--- config.mk ---
export PLATFORM = sky130hd
export DESIGN_NAME = bms_response_frame_decoder_flat
export DESIGN_NICKNAME = d
export VERILOG_FILES = /design/src/hw/rtl/bmsrfd_pkg.sv /design/src/hw/rtl/bmsrfd_in_if.sv /design/src/hw/rtl/bmsrfd_out_if.sv /design/src/hw/rtl/bms_response_frame_decoder.sv /design/src/hw/rtl/bmsrfd_rx.sv /design/src/hw/rtl/bmsrfd_emit.sv /design/src/flat_wrapper.sv
export SDC_FILE = /design/constraint.sdc
export NUM_CORES = 1
export LEC_CHECK = 0
export ABC_CLOCK_PERIOD_IN_PS = 8100
export BUFFER_PORTS_ARGS = -buffer_cell sky130_fd_sc_hd__buf_2
export CORE_MARGIN = 5
export CORE_UTILIZATION = 57
export DETAILED_ROUTE_END_ITERATION = 6
export HOLD_SLACK_MARGIN = 0.03
export PLACE_DENSITY = 0.78
export SYNTH_ARGS = -nofsm -noshare
export SYNTH_HDL_FRONTEND = slang
export SYNTH_HIERARCHICAL = 1
export SYNTH_SLANG_ARGS = --single-unit
export TNS_END_PERCENT = 20
--- constraint.sdc ---
create_clock -name clk -period 8.1 [get_ports clk]
set_input_delay 0.405 -clock clk [delete_from_list [all_inputs] [get_ports clk]]
set_output_delay 0.405 -clock clk [all_outputs]
set_load 0.01 [all_outputs]
--- src/hw/rtl/bmsrfd_pkg.sv ---
`timescale 1ns / 1ps

package bmsrfd_pkg;

  localparam int FRAME_BYTES    = 13;
  localparam int MAX_CELLS      = 48;
  localparam int MAX_SENSORS    = 16;
  localparam int CURRENT_OFFSET = 30000;
  localparam int TEMP_OFFSET    = 40;
  localparam int CELLS_PER_FRAME = 3;
  localparam int TEMPS_PER_FRAME = 7;

  localparam logic [1:0] ACT_START   = 2'd0;
  localparam logic [1:0] ACT_BYTE    = 2'd1;
  localparam logic [1:0] ACT_TIMEOUT = 2'd2;

  localparam logic [2:0] ST_OK        = 3'd0;
  localparam logic [2:0] ST_SHORT     = 3'd1;
  localparam logic [2:0] ST_CHECKSUM  = 3'd2;
  localparam logic [2:0] ST_BAD_COUNT = 3'd3;
  localparam logic [2:0] ST_INVALID   = 3'd4;

  localparam logic [7:0] CMD_PACK      = 8'h90;
  localparam logic [7:0] CMD_EXTREMES  = 8'h91;
  localparam logic [7:0] CMD_TEMP      = 8'h92;
  localparam logic [7:0] CMD_FET       = 8'h93;
  localparam logic [7:0] CMD_STATUS    = 8'h94;
  localparam logic [7:0] CMD_CELL_MV   = 8'h95;
  localparam logic [7:0] CMD_CELL_TEMP = 8'h96;
  localparam logic [7:0] CMD_BALANCE   = 8'h97;

  localparam logic [4:0] K_PACK_V      = 5'd0;
  localparam logic [4:0] K_PACK_I      = 5'd1;
  localparam logic [4:0] K_SOC         = 5'd2;
  localparam logic [4:0] K_MAX_MV      = 5'd3;
  localparam logic [4:0] K_MAX_CELL    = 5'd4;
  localparam logic [4:0] K_MIN_MV      = 5'd5;
  localparam logic [4:0] K_MIN_CELL    = 5'd6;
  localparam logic [4:0] K_DELTA_MV    = 5'd7;
  localparam logic [4:0] K_AVG_TEMP    = 5'd8;
  localparam logic [4:0] K_CHG_STATE   = 5'd9;
  localparam logic [4:0] K_CHG_FET     = 5'd10;
  localparam logic [4:0] K_DSG_FET     = 5'd11;
  localparam logic [4:0] K_HEARTBEAT   = 5'd12;
  localparam logic [4:0] K_RESIDUAL    = 5'd13;
  localparam logic [4:0] K_CELL_COUNT  = 5'd14;
  localparam logic [4:0] K_SENS_COUNT  = 5'd15;
  localparam logic [4:0] K_CHARGER     = 5'd16;
  localparam logic [4:0] K_LOAD        = 5'd17;
  localparam logic [4:0] K_DIO         = 5'd18;
  localparam logic [4:0] K_CYCLES      = 5'd19;
  localparam logic [4:0] K_CELL_MV     = 5'd20;
  localparam logic [4:0] K_SENS_TEMP   = 5'd21;
  localparam logic [4:0] K_BAL_MASK    = 5'd22;
  localparam logic [4:0] K_BAL_ACTIVE  = 5'd23;

  // frame bytes 4..11 packed, byte 4 in the low octet
  typedef struct packed {
    logic [2:0]  status;
    logic [7:0]  cmd;
    logic [63:0] data;
    logic [5:0]  elem;
    logic [7:0]  limit;
  } burst_t;

  // element count reached after the k-th element of a frame
  function automatic logic hit_limit(logic [5:0] elem, logic [2:0] k, logic [7:0] limit);
    logic [5:0] nx;
    nx = elem + {3'b000, k} + 6'd1;
    return {2'b00, nx} >= limit;
  endfunction

endpackage

--- src/hw/rtl/bmsrfd_in_if.sv ---
`timescale 1ns / 1ps

interface bmsrfd_in_if;
  logic       valid;
  logic       ready;
  logic [1:0] action;
  logic [7:0] command;
  logic [7:0] rx_byte;

  modport source (output valid, output action, output command, output rx_byte, input ready);
  modport sink (input valid, input action, input command, input rx_byte, output ready);
endinterface

--- src/hw/rtl/bmsrfd_out_if.sv ---
`timescale 1ns / 1ps

interface bmsrfd_out_if;
  logic               valid;
  logic               ready;
  logic [2:0]         status;
  logic [7:0]         cmd_echo;
  logic [4:0]         item_kind;
  logic [5:0]         item_index;
  logic signed [48:0] item_value;
  logic               last;

  modport source (output valid, output status, output cmd_echo, output item_kind,
                  output item_index, output item_value, output last, input ready);
  modport sink (input valid, input status, input cmd_echo, input item_kind,
                input item_index, input item_value, input last, output ready);
endinterface

--- src/hw/rtl/bms_response_frame_decoder.sv ---
`timescale 1ns / 1ps

// channel   dir  fields
// items     in   action, command, rx_byte
// results   out  status, cmd_echo, item_kind, item_index, item_value, last
//
// one input transfer per cycle unless an item is held waiting; each item passes through the input register
// a frame end, timeout or bad count queues a burst of one to seven results, one per cycle while results are ready
// an item that makes results waits in the input register while a burst is still draining
// synchronous active-high reset clears control state; the frame store is not cleared
// the results side may stall freely; items keep flowing until the input register fills
module bms_response_frame_decoder (
  input  logic          clk,
  input  logic          rst,
  bmsrfd_in_if.sink     items,
  bmsrfd_out_if.source  results
);
  import bmsrfd_pkg::*;

  logic   burst_load;
  logic   emit_free;
  burst_t burst;

  bmsrfd_rx u_rx (
    .clk        (clk),
    .rst        (rst),
    .items      (items),
    .emit_free  (emit_free),
    .burst_load (burst_load),
    .burst      (burst)
  );

  bmsrfd_emit u_emit (
    .clk        (clk),
    .rst        (rst),
    .burst_load (burst_load),
    .burst      (burst),
    .emit_free  (emit_free),
    .results    (results)
  );

endmodule

--- src/hw/rtl/bmsrfd_rx.sv ---
`timescale 1ns / 1ps

module bmsrfd_rx (
  input  logic                clk,
  input  logic                rst,
  bmsrfd_in_if.sink           items,
  input  logic                emit_free,
  output logic                burst_load,
  output bmsrfd_pkg::burst_t  burst
);
  import bmsrfd_pkg::*;

  // input register
  logic       pend_valid;
  logic [1:0] pend_action;
  logic [7:0] pend_command;
  logic [7:0] pend_byte;

  logic [7:0] frame_store [0:FRAME_BYTES-1];
  logic [3:0] byte_count;
  logic [7:0] active_command;
  logic [7:0] running_sum;
  logic [7:0] cell_count;
  logic [7:0] sensor_count;
  logic [4:0] frames_left;
  logic [5:0] element_number;

  logic        cells_bad;
  logic        sensors_bad;
  logic        armed;
  logic        frame_end;
  logic        sum_ok;
  logic        fire;
  logic        pend_go;
  logic [17:0] div3_prod;
  logic [15:0] div7_prod;
  logic [4:0]  cell_frames;
  logic [4:0]  temp_frames;
  logic [2:0]  elem_cnt;
  logic [5:0]  elem_next;
  logic [7:0]  limit;
  logic [63:0] frame_data;

  assign cells_bad   = (cell_count == 8'd0) || (cell_count >= 8'(MAX_CELLS));
  assign sensors_bad = (sensor_count == 8'd0) || (sensor_count >= 8'(MAX_SENSORS));
  assign armed       = frames_left != 5'd0;
  assign frame_end   = byte_count == 4'(FRAME_BYTES - 1);
  assign sum_ok      = running_sum == pend_byte;
  assign limit       = (active_command == CMD_CELL_MV) ? cell_count : sensor_count;

  // ceil of count / 3 and count / 7 by reciprocal multiply
  assign div3_prod   = 18'({1'b0, cell_count} + 9'd2) * 18'd171;
  assign div7_prod   = 16'({1'b0, sensor_count} + 9'd6) * 16'd37;
  assign cell_frames = div3_prod[13:9];
  assign temp_frames = div7_prod[12:8];

  always_comb begin
    fire = 1'b0;
    case (pend_action)
      ACT_START: begin
        fire = (((pend_command == CMD_CELL_MV) || (pend_command == CMD_BALANCE)) && cells_bad) ||
               ((pend_command == CMD_CELL_TEMP) && sensors_bad);
      end
      ACT_BYTE:    fire = armed && frame_end;
      ACT_TIMEOUT: fire = armed;
      default:     fire = 1'b0;
    endcase
  end

  assign pend_go     = pend_valid && (!fire || emit_free);
  assign items.ready = !pend_valid || pend_go;
  assign burst_load  = pend_go && fire;

  // elements taken by one cell-voltage or temperature frame
  always_comb begin
    logic [2:0] per_frame;
    per_frame = (active_command == CMD_CELL_MV) ? 3'(CELLS_PER_FRAME) : 3'(TEMPS_PER_FRAME);
    elem_cnt  = per_frame;
    for (int k = TEMPS_PER_FRAME - 1; k >= 0; k--) begin
      if ((3'(k) < per_frame) && hit_limit(element_number, 3'(k), limit)) begin
        elem_cnt = 3'(k + 1);
      end
    end
    elem_next = element_number + {3'b000, elem_cnt};
  end

  always_comb begin
    for (int j = 0; j < 8; j++) begin
      frame_data[8*j +: 8] = frame_store[4 + j];
    end
  end

  always_comb begin
    burst.data  = frame_data;
    burst.elem  = element_number;
    burst.limit = limit;
    burst.cmd   = active_command;
    burst.status = ST_OK;
    case (pend_action)
      ACT_START: begin
        burst.cmd    = pend_command;
        burst.status = ST_BAD_COUNT;
      end
      ACT_TIMEOUT: burst.status = ST_SHORT;
      ACT_BYTE: begin
        if (!sum_ok) begin
          burst.status = ST_CHECKSUM;
        end else if ((active_command == CMD_PACK) && (frame_store[8] == 8'd0) &&
                     (frame_store[9] == 8'd0)) begin
          burst.status = ST_INVALID;
        end
      end
      default: burst.status = ST_OK;
    endcase
  end

  always_ff @(posedge clk) begin
    if (rst) begin
      pend_valid <= 1'b0;
    end else if (items.valid && items.ready) begin
      pend_valid <= 1'b1;
    end else if (pend_go) begin
      pend_valid <= 1'b0;
    end
  end

  always_ff @(posedge clk) begin
    if (items.valid && items.ready) begin
      pend_action  <= items.action;
      pend_command <= items.command;
      pend_byte    <= items.rx_byte;
    end
  end

  always_ff @(posedge clk) begin
    if (pend_go && (pend_action == ACT_BYTE) && armed) begin
      frame_store[byte_count] <= pend_byte;
    end
  end

  always_ff @(posedge clk) begin
    if (rst) begin
      byte_count     <= '0;
      active_command <= '0;
      running_sum    <= '0;
      cell_count     <= '0;
      sensor_count   <= '0;
      frames_left    <= '0;
      element_number <= '0;
    end else if (pend_go) begin
      case (pend_action)
        ACT_START: begin
          active_command <= pend_command;
          byte_count     <= '0;
          running_sum    <= '0;
          element_number <= '0;
          frames_left    <= '0;
          if ((pend_command >= CMD_PACK) && (pend_command <= CMD_STATUS)) begin
            frames_left <= 5'd1;
          end else if (pend_command == CMD_BALANCE) begin
            if (!cells_bad) frames_left <= 5'd1;
          end else if (pend_command == CMD_CELL_MV) begin
            if (!cells_bad) frames_left <= cell_frames;
          end else if (pend_command == CMD_CELL_TEMP) begin
            if (!sensors_bad) frames_left <= temp_frames;
          end
        end
        ACT_BYTE: begin
          if (armed) begin
            if (frame_end) begin
              byte_count  <= '0;
              running_sum <= '0;
              if (!sum_ok) begin
                frames_left <= '0;
              end else begin
                frames_left <= frames_left - 5'd1;
                if (active_command == CMD_STATUS) begin
                  cell_count   <= frame_store[4];
                  sensor_count <= frame_store[5];
                end
                if ((active_command == CMD_CELL_MV) || (active_command == CMD_CELL_TEMP)) begin
                  element_number <= elem_next;
                end
              end
            end else begin
              byte_count  <= byte_count + 4'd1;
              running_sum <= running_sum + pend_byte;
            end
          end
        end
        ACT_TIMEOUT: begin
          if (armed) begin
            frames_left <= '0;
            byte_count  <= '0;
            running_sum <= '0;
          end
        end
        default: begin
          byte_count <= byte_count;
        end
      endcase
    end
  end

endmodule

--- src/hw/rtl/bmsrfd_emit.sv ---
`timescale 1ns / 1ps

module bmsrfd_emit (
  input  logic                clk,
  input  logic                rst,
  input  logic                burst_load,
  input  bmsrfd_pkg::burst_t  burst,
  output logic                emit_free,
  bmsrfd_out_if.source        results
);
  import bmsrfd_pkg::*;

  logic               busy;
  logic [2:0]         k;
  burst_t             cur;
  logic [4:0]         kind;
  logic [5:0]         index;
  logic signed [48:0] value;
  logic               cur_last;
  logic               pop;

  always_comb begin
    logic [7:0]  b [4:11];
    logic [15:0] hi;
    logic [15:0] lo;
    logic [9:0]  tsum;
    logic [9:0]  tround;
    logic [9:0]  thalf;
    logic [47:0] mask;
    logic [7:0]  tbyte;
    for (int j = 0; j < 8; j++) begin
      b[4 + j] = cur.data[8*j +: 8];
    end
    hi    = {b[4], b[5]};
    lo    = {b[7], b[8]};
    tsum  = 10'(b[4]) + 10'(b[6]) - 10'(2 * TEMP_OFFSET);
    tround = tsum + {9'd0, tsum[9]};
    thalf = tround >> 1;
    thalf[9] = tround[9];
    mask  = {b[9], b[8], b[7], b[6], b[5], b[4]};
    tbyte = cur.data[8*k +: 8];
    if (k == 3'd7) tbyte = 8'd0;
    kind     = K_PACK_V;
    index    = '0;
    value    = '0;
    cur_last = 1'b1;
    if (cur.status == ST_OK) begin
      case (cur.cmd)
        CMD_PACK: begin
          case (k)
            3'd0: begin kind = K_PACK_V; value = 49'(hi); cur_last = 1'b0; end
            3'd1: begin
              kind = K_PACK_I; value = 49'({b[8], b[9]}) - 49'(CURRENT_OFFSET);
              cur_last = 1'b0;
            end
            default: begin kind = K_SOC; value = 49'({b[10], b[11]}); end
          endcase
        end
        CMD_EXTREMES: begin
          case (k)
            3'd0: begin kind = K_MAX_MV; value = 49'(hi); cur_last = 1'b0; end
            3'd1: begin kind = K_MAX_CELL; value = 49'(b[6]); cur_last = 1'b0; end
            3'd2: begin kind = K_MIN_MV; value = 49'(lo); cur_last = 1'b0; end
            3'd3: begin kind = K_MIN_CELL; value = 49'(b[9]); cur_last = 1'b0; end
            default: begin kind = K_DELTA_MV; value = 49'(hi) - 49'(lo); end
          endcase
        end
        CMD_TEMP: begin
          kind  = K_AVG_TEMP;
          value = {{39{thalf[9]}}, thalf};
        end
        CMD_FET: begin
          case (k)
            3'd0: begin kind = K_CHG_STATE; value = 49'(b[4]); cur_last = 1'b0; end
            3'd1: begin kind = K_CHG_FET; value = 49'(b[5]); cur_last = 1'b0; end
            3'd2: begin kind = K_DSG_FET; value = 49'(b[6]); cur_last = 1'b0; end
            3'd3: begin kind = K_HEARTBEAT; value = 49'(b[7]); cur_last = 1'b0; end
            default: begin
              kind = K_RESIDUAL; value = 49'({b[8], b[9], b[10], b[11]});
            end
          endcase
        end
        CMD_STATUS: begin
          case (k)
            3'd0: begin kind = K_CELL_COUNT; value = 49'(b[4]); cur_last = 1'b0; end
            3'd1: begin kind = K_SENS_COUNT; value = 49'(b[5]); cur_last = 1'b0; end
            3'd2: begin kind = K_CHARGER; value = 49'(b[6]); cur_last = 1'b0; end
            3'd3: begin kind = K_LOAD; value = 49'(b[7]); cur_last = 1'b0; end
            3'd4: begin kind = K_DIO; value = 49'(b[8]); cur_last = 1'b0; end
            default: begin kind = K_CYCLES; value = 49'({b[9], b[10]}); end
          endcase
        end
        CMD_CELL_MV: begin
          kind     = K_CELL_MV;
          index    = cur.elem + {3'b000, k};
          cur_last = (k >= 3'(CELLS_PER_FRAME - 1)) || hit_limit(cur.elem, k, cur.limit);
          case (k)
            3'd0:    value = 49'({b[5], b[6]});
            3'd1:    value = 49'({b[7], b[8]});
            default: value = 49'({b[9], b[10]});
          endcase
        end
        CMD_CELL_TEMP: begin
          kind     = K_SENS_TEMP;
          index    = cur.elem + {3'b000, k};
          cur_last = (k >= 3'(TEMPS_PER_FRAME - 1)) || hit_limit(cur.elem, k, cur.limit);
          value    = 49'(cur.data[8*(k+1) +: 8]) - 49'(TEMP_OFFSET);
          if (k == 3'd7) value = 49'(tbyte);
        end
        default: begin
          if (k == 3'd0) begin
            kind = K_BAL_MASK; value = 49'(mask); cur_last = 1'b0;
          end else begin
            kind = K_BAL_ACTIVE; value = 49'(mask != 48'd0);
          end
        end
      endcase
    end
  end

  assign pop       = busy && results.ready;
  assign emit_free = !busy || (results.ready && cur_last);

  assign results.valid      = busy;
  assign results.status     = cur.status;
  assign results.cmd_echo   = cur.cmd;
  assign results.item_kind  = kind;
  assign results.item_index = index;
  assign results.item_value = value;
  assign results.last       = cur_last;

  always_ff @(posedge clk) begin
    if (rst) begin
      busy <= 1'b0;
      k    <= '0;
    end else if (burst_load) begin
      busy <= 1'b1;
      k    <= '0;
    end else if (pop) begin
      if (cur_last) begin
        busy <= 1'b0;
      end else begin
        k <= k + 3'd1;
      end
    end
  end

  always_ff @(posedge clk) begin
    if (burst_load) begin
      cur <= burst;
    end
  end

endmodule

--- src/flat_wrapper.sv ---
// flat-port wrapper written by rule: the top's interface ports become plain ports
module bms_response_frame_decoder_flat import bmsrfd_pkg::*;
  (clk, rst, items_valid, items_action, items_command, items_rx_byte, items_ready, results_valid, results_status, results_cmd_echo, results_item_kind, results_item_index, results_item_value, results_last, results_ready);
  bmsrfd_in_if items_i ();
  bmsrfd_out_if results_i ();
  input  logic clk;
  input  logic rst;
  input wire logic [$bits(items_i.valid)-1:0] items_valid;
  input wire logic [$bits(items_i.action)-1:0] items_action;
  input wire logic [$bits(items_i.command)-1:0] items_command;
  input wire logic [$bits(items_i.rx_byte)-1:0] items_rx_byte;
  output wire logic [$bits(items_i.ready)-1:0] items_ready;
  output wire logic [$bits(results_i.valid)-1:0] results_valid;
  output wire logic [$bits(results_i.status)-1:0] results_status;
  output wire logic [$bits(results_i.cmd_echo)-1:0] results_cmd_echo;
  output wire logic [$bits(results_i.item_kind)-1:0] results_item_kind;
  output wire logic [$bits(results_i.item_index)-1:0] results_item_index;
  output wire logic [$bits(results_i.item_value)-1:0] results_item_value;
  output wire logic [$bits(results_i.last)-1:0] results_last;
  input wire logic [$bits(results_i.ready)-1:0] results_ready;
  assign items_i.valid = items_valid;
  assign items_i.action = items_action;
  assign items_i.command = items_command;
  assign items_i.rx_byte = items_rx_byte;
  assign items_ready = items_i.ready;
  assign results_valid = results_i.valid;
  assign results_status = results_i.status;
  assign results_cmd_echo = results_i.cmd_echo;
  assign results_item_kind = results_i.item_kind;
  assign results_item_index = results_i.item_index;
  assign results_item_value = results_i.item_value;
  assign results_last = results_i.last;
  assign results_i.ready = results_ready;
  bms_response_frame_decoder u_core (.clk(clk), .rst(rst), .items(items_i), .results(results_i));
endmodule
==> flow_summary.json, run 1 <==
{
  "status": "finished clean",
  "grt_pass1_wl_mm": 85.62,
  "cp-start-kind": "register",
  "hold_violations": 0,
  "synthArstFlopShare_pct": 0,
  "fin_skew_ns": 0.01185,
  "antenna_found_initial": 1,
  "max_freq_mhz": 177.6,
  "worst_slew_margin_rel_pct": 23.62,
  "critPathRequiredTime_ns": 8.27,
  "path_class": "register to register",
  "die_width_um": 183.1,
  "crit_slowest_cell": "nor4b_1",
  "rsz0062_at_grt": "no",
  "ios": 96,
  "worstPathCellList": "buf_4, fa_1, a21oi_1, nor2b_1, xnor2_1, nor2_1, o21ai_0, o21ai_0, xor2_1, ha_1, nand3_1, o2111ai_1, a211o_1, nand2_1, nand2_1, nor2_1, o21a_1, and2_4, nand2b_1, nor4b_1, and3_1",
  "grt_start_max_net_pins": 94,
  "viasPerCell": 6.671,
  "synthesis.area_um2": 17090,
  "syn_inst": 1807,
  "synth-seq-cells": 223,
  "max_stage_delay_ns": 0.86,
  "cts_resized": 0,
  "fin_crit_ns": 5.630,
  "layout-drive-gt1-share_pct": 12.68,
  "synth_top_area_cell": "edfxtp_1",
  "setup_viol": 0,
  "cp_max_fo": 27,
  "wl_mm": 55.97,
  "cp.arrival_ns": 5.80,
  "place_hpwl_mm": 40.96,
  "root_buffer": "clkbuf_16",
  "fin_tns_setup_ns": 0,
  "die_area_um2": 33540,
  "cellLeakagePower_nw": 7.800,
  "post-place-ws_ns": 2.484,
  "fin_util_pct": 62.63,
  "drv_slew": 0,
  "cts_hold_buffers": 0,
  "worst_pin_slew_ns": 1.146,
  "power_density_nw_per_um2": 134.8,
  "cts_max_path_buffers": 3,
  "grt_pass1_vias": 14710,
  "synth_nets": 2015,
  "synth_ff_type": "edfxtp_1",
  "cts_tree": "built",
  "fin_cells": 2251,
  "gr-total-overflow": 0,
  "clkSlewWorstSetupHoldPaths_ns": 0.06,
  "synth-edff-count": 171,
  "core_area_um2": 29640,
  "numCtsBuffers": 24,
  "yosysWarnings": 6,
  "ant_nets": 0,
  "postCtsSetupRepairBufs": 0,
  "drt-initial-drc-count": 2406,
  "vias": 15020,
  "htreeDepth": 1,
  "port_buffers": 95,
  "ys_top_cells_by_count": "171 x edfxtp_1, 163 x ha_1, 159 x nand2_1",
  "row_count": 63,
  "wl_per_cell_um": 24.86,
  "fin_crit_sh_pct": 69.50,
  "place_area_um2": 17730,
  "peakVddDrop_uv": 178.3,
  "synth.top_cell.area_share_pct": 30.05,
  "drc": 0,
  "die_y_um": 183.1,
  "setup_slack_ns": 2.470,
  "nNetsFinal": 2051,
  "start_util_pct": 57.65,
  "first_pass_iters": 7,
  "final_area_um2": 18560,
  "gp_congestion": 1.007,
  "synth_cell_types": 98,
  "synth.avg_cell_area_um2": 9.456,
  "ys_top_cells_by_area": "edfxtp_1 30%, ha_1 12%, dfxtp_1 6.1%",
  "synth_most_common_cell": "edfxtp_1",
  "hold_path_class": "input port to register",
  "clk_latency_ns": 0.52,
  "cap_violations": 0,
  "seq_area_frac_synth_pct": 36.15,
  "track_usage_pct": 32.61,
  "area_growth_syn_to_layout_pct": 8.641,
  "diodes": 0,
  "critPathCaptureType": "register",
  "cts_sinks": 223,
  "dp_cells": 2207
}
[area by class of cell]
class / count / area [µm²]
fill: 2495 / 11080
multi-input combinational: 1335 / 9873
sequential: 223 / 6176
clock buffer: 31 / 688.2
timing repair buffer: 121 / 670.6
inverter: 138 / 518.0
tap: 390 / 488.0
clock inverter: 13 / 148.9
[through the flow]
| stage | hold slack, ns | total power [W] |
|---|---|---|
| 3_5_place_dp | 0.4045 | 0.001387 |
| 5_1_grt | 0.04815 | 0.002585 |
| 4_1_cts | 0.05175 | 0.002510 |
| 3_3_place_gp | 0.4012 | 0.001384 |
| 2_1_floorplan | 0.4003 | 0.001347 |
| 6_report | 0.06719 | 0.002502 |
[registers in the layout, indices dropped and copies added, names as in the netlist]
| register | flops |
|---|---|
| u_core/u_emit/cur | 78 |
| u_core/u_emit/k | 3 |
| u_core/u_emit/results.cmd_echo | 8 |
| u_core/u_emit/results.status | 3 |
| u_core/u_emit/results.valid | 1 |
| u_core/u_rx/active_command | 8 |
| u_core/u_rx/byte_count | 4 |
| u_core/u_rx/cell_count | 8 |
| u_core/u_rx/element_number | 6 |
| u_core/u_rx/frame_store | 64 |
| u_core/u_rx/frames_left | 5 |
| u_core/u_rx/pend_action | 2 |
| u_core/u_rx/pend_byte | 8 |
| u_core/u_rx/pend_command | 8 |
| u_core/u_rx/pend_valid | 1 |
| u_core/u_rx/running_sum | 8 |
| u_core/u_rx/sensor_count | 8 |
[where the power goes]
| group | internal [W] | switching (W) |
|---|---|---|
| clock network | 0.000696 | 0.000440 |
| logic | 0.0000385 | 0.0000635 |
| registers | 0.00124 | 0.0000265 |
| total | 0.00197 | 0.000530 |
[critical path, delay by kind of cell, from the launching register on]
family | cells | cell delay (ns)
buffers and inverters | 1 | 0.23
xor gates and xnor gates | 2 | 0.43
and+or+nand+nor | 10 | 2.50
DFF | 1 | 0.30
AOI/OAI and AO/OA | 6 | 1.01
adders and majority gates | 2 | 0.80
[final timing paths]
path | startpoint | to | slack [ns] | cells after the start
min | items_command[4] | u_core/u_rx/pend_command[4] | 0.07 | 1
max reg2reg | u_core/u_emit/k[1] | u_core/u_rx/frame_store[4][2] | 2.47 | 21
min reg2reg | u_core/u_rx/frame_store[10][6] | u_core/u_emit/cur[68] | 0.41 | 0
max | u_core/u_emit/k[1] | u_core/u_rx/frame_store[4][2] | 2.47 | 21
[logic make-up after synthesis]
logic type	synth area share (%)
compound gates	18.20
xor+xnor	5.001
fa+ha+maj	14.81
buf+inv	6.202
flops	36.15
mux	3.720
simple gates	15.93
[routing by layer]
layer	GRT usage [%]	part of all wire, %	vias to the layer above
met4	13.20	4.9	2
li1	-	-	6712
met1	43.57	39	7049
met2	51.27	44	1012
met3	7.993	12	242
met5	0	0.014	-
[cells in the final DEF, fill, tap and decap left out, drive strengths merged, types with 8 or more instances in the layout]
cell    instances
mux2           19
nand2         168
buf           121
clkinv          8
nor2b          14
a21oi         116
and3           22
nand3          62
o21a           14
inv           140
edfxtp        171
and2           12
a22o           10
xnor2          61
clkbuf         31
nor4           27
mux2i          35
or4             9
ha            163
o21ai          61
nor2          133
nor3           34
fa             23
a22oi          61
a21o           16
a221oi         28
or3             9
a211oi         20
nand2b         15
dfxtp          52
a221o           9
o22ai          16
xor2           34
o211ai          8
a31oi          16
Power figures use the tool's default switching activity.
==> run 2, diff against run 1 <==
ABC_CLOCK_PERIOD_IN_PS = 5690   (was 8100)
CORE_UTILIZATION = 60   (was 57)
PLACE_DENSITY = 0.79   (was 0.78)
clock period = 5.69 ns   (was 8.1 ns; I/O delays follow)
==> run 2 against run 1 <==
Net effect: sequential share of layout area down 0.34 points; utilization increased by 4.5 points; largest power group unchanged; power rose by 38%; routed wire length decreased by 1.3%; register-to-register slack worse by 2.0 ns; combinational power increased by 57%; die area down 4.7%; clock skew down 0.0022 ns; count of clock-buffer cells in the layout stayed put; sequential power increased by 43%; critical path depth grew 1.
==> flow_summary.json, run 2 (synthesized netlist as in run 1, its figures left out) <==
{
  "postCtsSetupRepairBufs": 0,
  "fin_tns_setup_ns": 0,
  "path_class": "register to register",
  "cp.arrival_ns": 5.41,
  "r2r_slack_ns": 0.45,
  "drc": 0,
  "vias": 15040,
  "port_buffers": 95,
  "path_delay_family": "simple AND/OR/NAND/NOR gates",
  "die_y_um": 178.8,
  "cp-start-kind": "register",
  "reg_top3": "u_core/u_emit/cur: 78 flops, u_core/u_rx/frame_store: 64 flops",
  "cp_max_fo": 10,
  "p_seq_share_pct": 52.1,
  "p_sw_share_pct": 21.57,
  "status": "finished clean",
  "drt-initial-drc-count": 1852,
  "switchingPower_w": 0.0007442,
  "numCtsBuffers": 23,
  "max_freq_mhz": 190.9,
  "worst_slew_margin_rel_pct": 17.36,
  "fin_crit_sh_pct": 92.07,
  "nNetsFinal": 2079,
  "first_pass_iters": 6,
  "viasPerCell": 6.638,
  "row_count": 61,
  "largest-register": "u_core/u_emit/cur",
  "gr-total-overflow": 0,
  "clock_power_share_pct": 43.3,
  "gp_congestion": 1.024,
  "worst_pin_slew_ns": 1.230,
  "fin_skew_ns": 0.009637,
  "largest_reg_flops": 78,
  "wl_per_cell_um": 24.39,
  "rsz0062_at_grt": "no",
  "path_buf_inv": 1,
  "layout_commonest_cell": "edfxtp_1",
  "critPathCaptureType": "register",
  "core_area_um2": 27930,
  "drv_slew": 0,
  "layout.cells.most_common_list": "171 x edfxtp_1, 163 x ha_1, 159 x nand2_1, 137 x inv_1, 130 x nor2_1",
  "cts_max_path_buffers": 3,
  "setup_slack_ns": 0.4509,
  "setup_viol": 0,
  "hold_path_class": "input port to register",
  "root_buffer": "clkbuf_16",
  "fin_crit_ns": 5.239,
  "crit_slowest_cell": "and3_1",
  "worstPathCellList": "ha_1, fa_1, a21oi_1, nor2b_1, xnor2_1, nor2_1, o21ai_0, o21ai_0, xor2_1, ha_1, nand3_1, o2111ai_1, a211o_1, nand2_1, nand2_1, nor2_1, o21a_1, and2_4, nand2b_1, buf_4, nor4b_2, and3_1",
  "ios": 96,
  "track_usage_pct": 34.26,
  "ant_nets": 0,
  "critPathRequiredTime_ns": 5.86,
  "start_util_pct": 61.17,
  "grt_pass1_vias": 14470,
  "max_stage_delay_ns": 0.47,
  "grt_start_max_net_pins": 57,
  "power_density_nw_per_um2": 184.0,
  "area_growth_syn_to_layout_pct": 9.761,
  "clk_latency_ns": 0.51,
  "place_hpwl_mm": 40.22,
  "cellLeakagePower_nw": 7.889,
  "cap_violations": 0,
  "peakVddDrop_uv": 252.4,
  "power.internal_w": 0.002706,
  "htreeDepth": 1,
  "hold_violations": 0,
  "grt_pass1_wl_mm": 84.82,
  "clkSlewWorstSetupHoldPaths_ns": 0.06,
  "diodes": 0,
  "wl_mm": 55.24,
  "holdWs_ns": 0.08138,
  "antenna_found_initial": 0,
  "die_area_um2": 31950,
  "die_width_um": 178.8,
  "layout-drive-gt1-share_pct": 12.72,
  "post-place-ws_ns": 0.2817,
  "cts_sinks": 223,
  "cts_tree": "built",
  "power_frac_comb_pct": 4.6
}
## run 2: cell count changes in the layout (fill, tap and decap cells not counted), sizes merged
| cell | delta |
|---|---|
| buf | +11 |
| inv | +3 |
| clkinv | -5 |
| bufinv | -1 |
| dlygate4sd3 | +18 |
## run 2: metrics by stage
step | std cells | total power (W) | util [%] | area, µm²
after floorplan | 1807 | 0.001917 | - | 17090
after global placement | 2206 | 0.001971 | 63.75 | 17810
after detailed placement | 2206 | 0.001975 | 63.75 | 17810
after CTS | 2265 | 0.003463 | 67.11 | 18750
after global routing | 2265 | 0.003558 | 67.14 | 18750
final | 2265 | 0.003450 | 67.14 | 18750
## run 2: metal layers
| layer | wire length [µm] | GRT usage, % |
|---|---|---|
| met3 | 6569 | 7.803 |
| met2 | 23700 | 52.50 |
| met5 | 0 | 0 |
| met4 | 2476 | 13.30 |
| met1 | 22490 | 47.48 |
## run 2: path summary, 6_finish.rpt
path,start,end,cells past startpoint
setup / recovery,u_core/u_emit/cur[8],u_core/u_rx/frame_store[10][4],22
setup reg to reg,u_core/u_emit/cur[8],u_core/u_rx/frame_store[10][4],22
hold / removal,items_valid,u_core/u_rx/pend_valid,3
hold reg to reg,u_core/u_rx/frame_store[7][3],u_core/u_emit/cur[41],0
## run 2: area by class of cell
cell class / count / area, µm²
timing repair buffer: 150 / 958.4
inverter: 138 / 518.0
multi-input combinational: 1335 / 9869
clock inverter: 10 / 133.9
fill: 2237 / 9180
clock buffer: 31 / 625.6
tap: 378 / 473.0
sequential: 223 / 6176
## run 2: power by group through the flow
stage | clock network, W | logic, W | registers, W
5_1_grt | 0.00159 | 0.000172 | 0.00180
3_3_place_gp | 0 | 0.000141 | 0.00183
2_1_floorplan | 0 | 0.000105 | 0.00181
3_5_place_dp | 0 | 0.000145 | 0.00183
4_1_cts | 0.00151 | 0.000156 | 0.00180
6_report | 0.00149 | 0.000160 | 0.00180
## run 2: repair_timing
item	CTS	global route
hold buffers	18	0
hold endpoints to repair	18	0
resized for setup	0	1
endpoints found under the setup margin	0	32
## run 2: worst min-delay path, stage by stage
cell	delay (ns)
buf_2	0.09
inv_1	0.07
a21oi_1	0.12
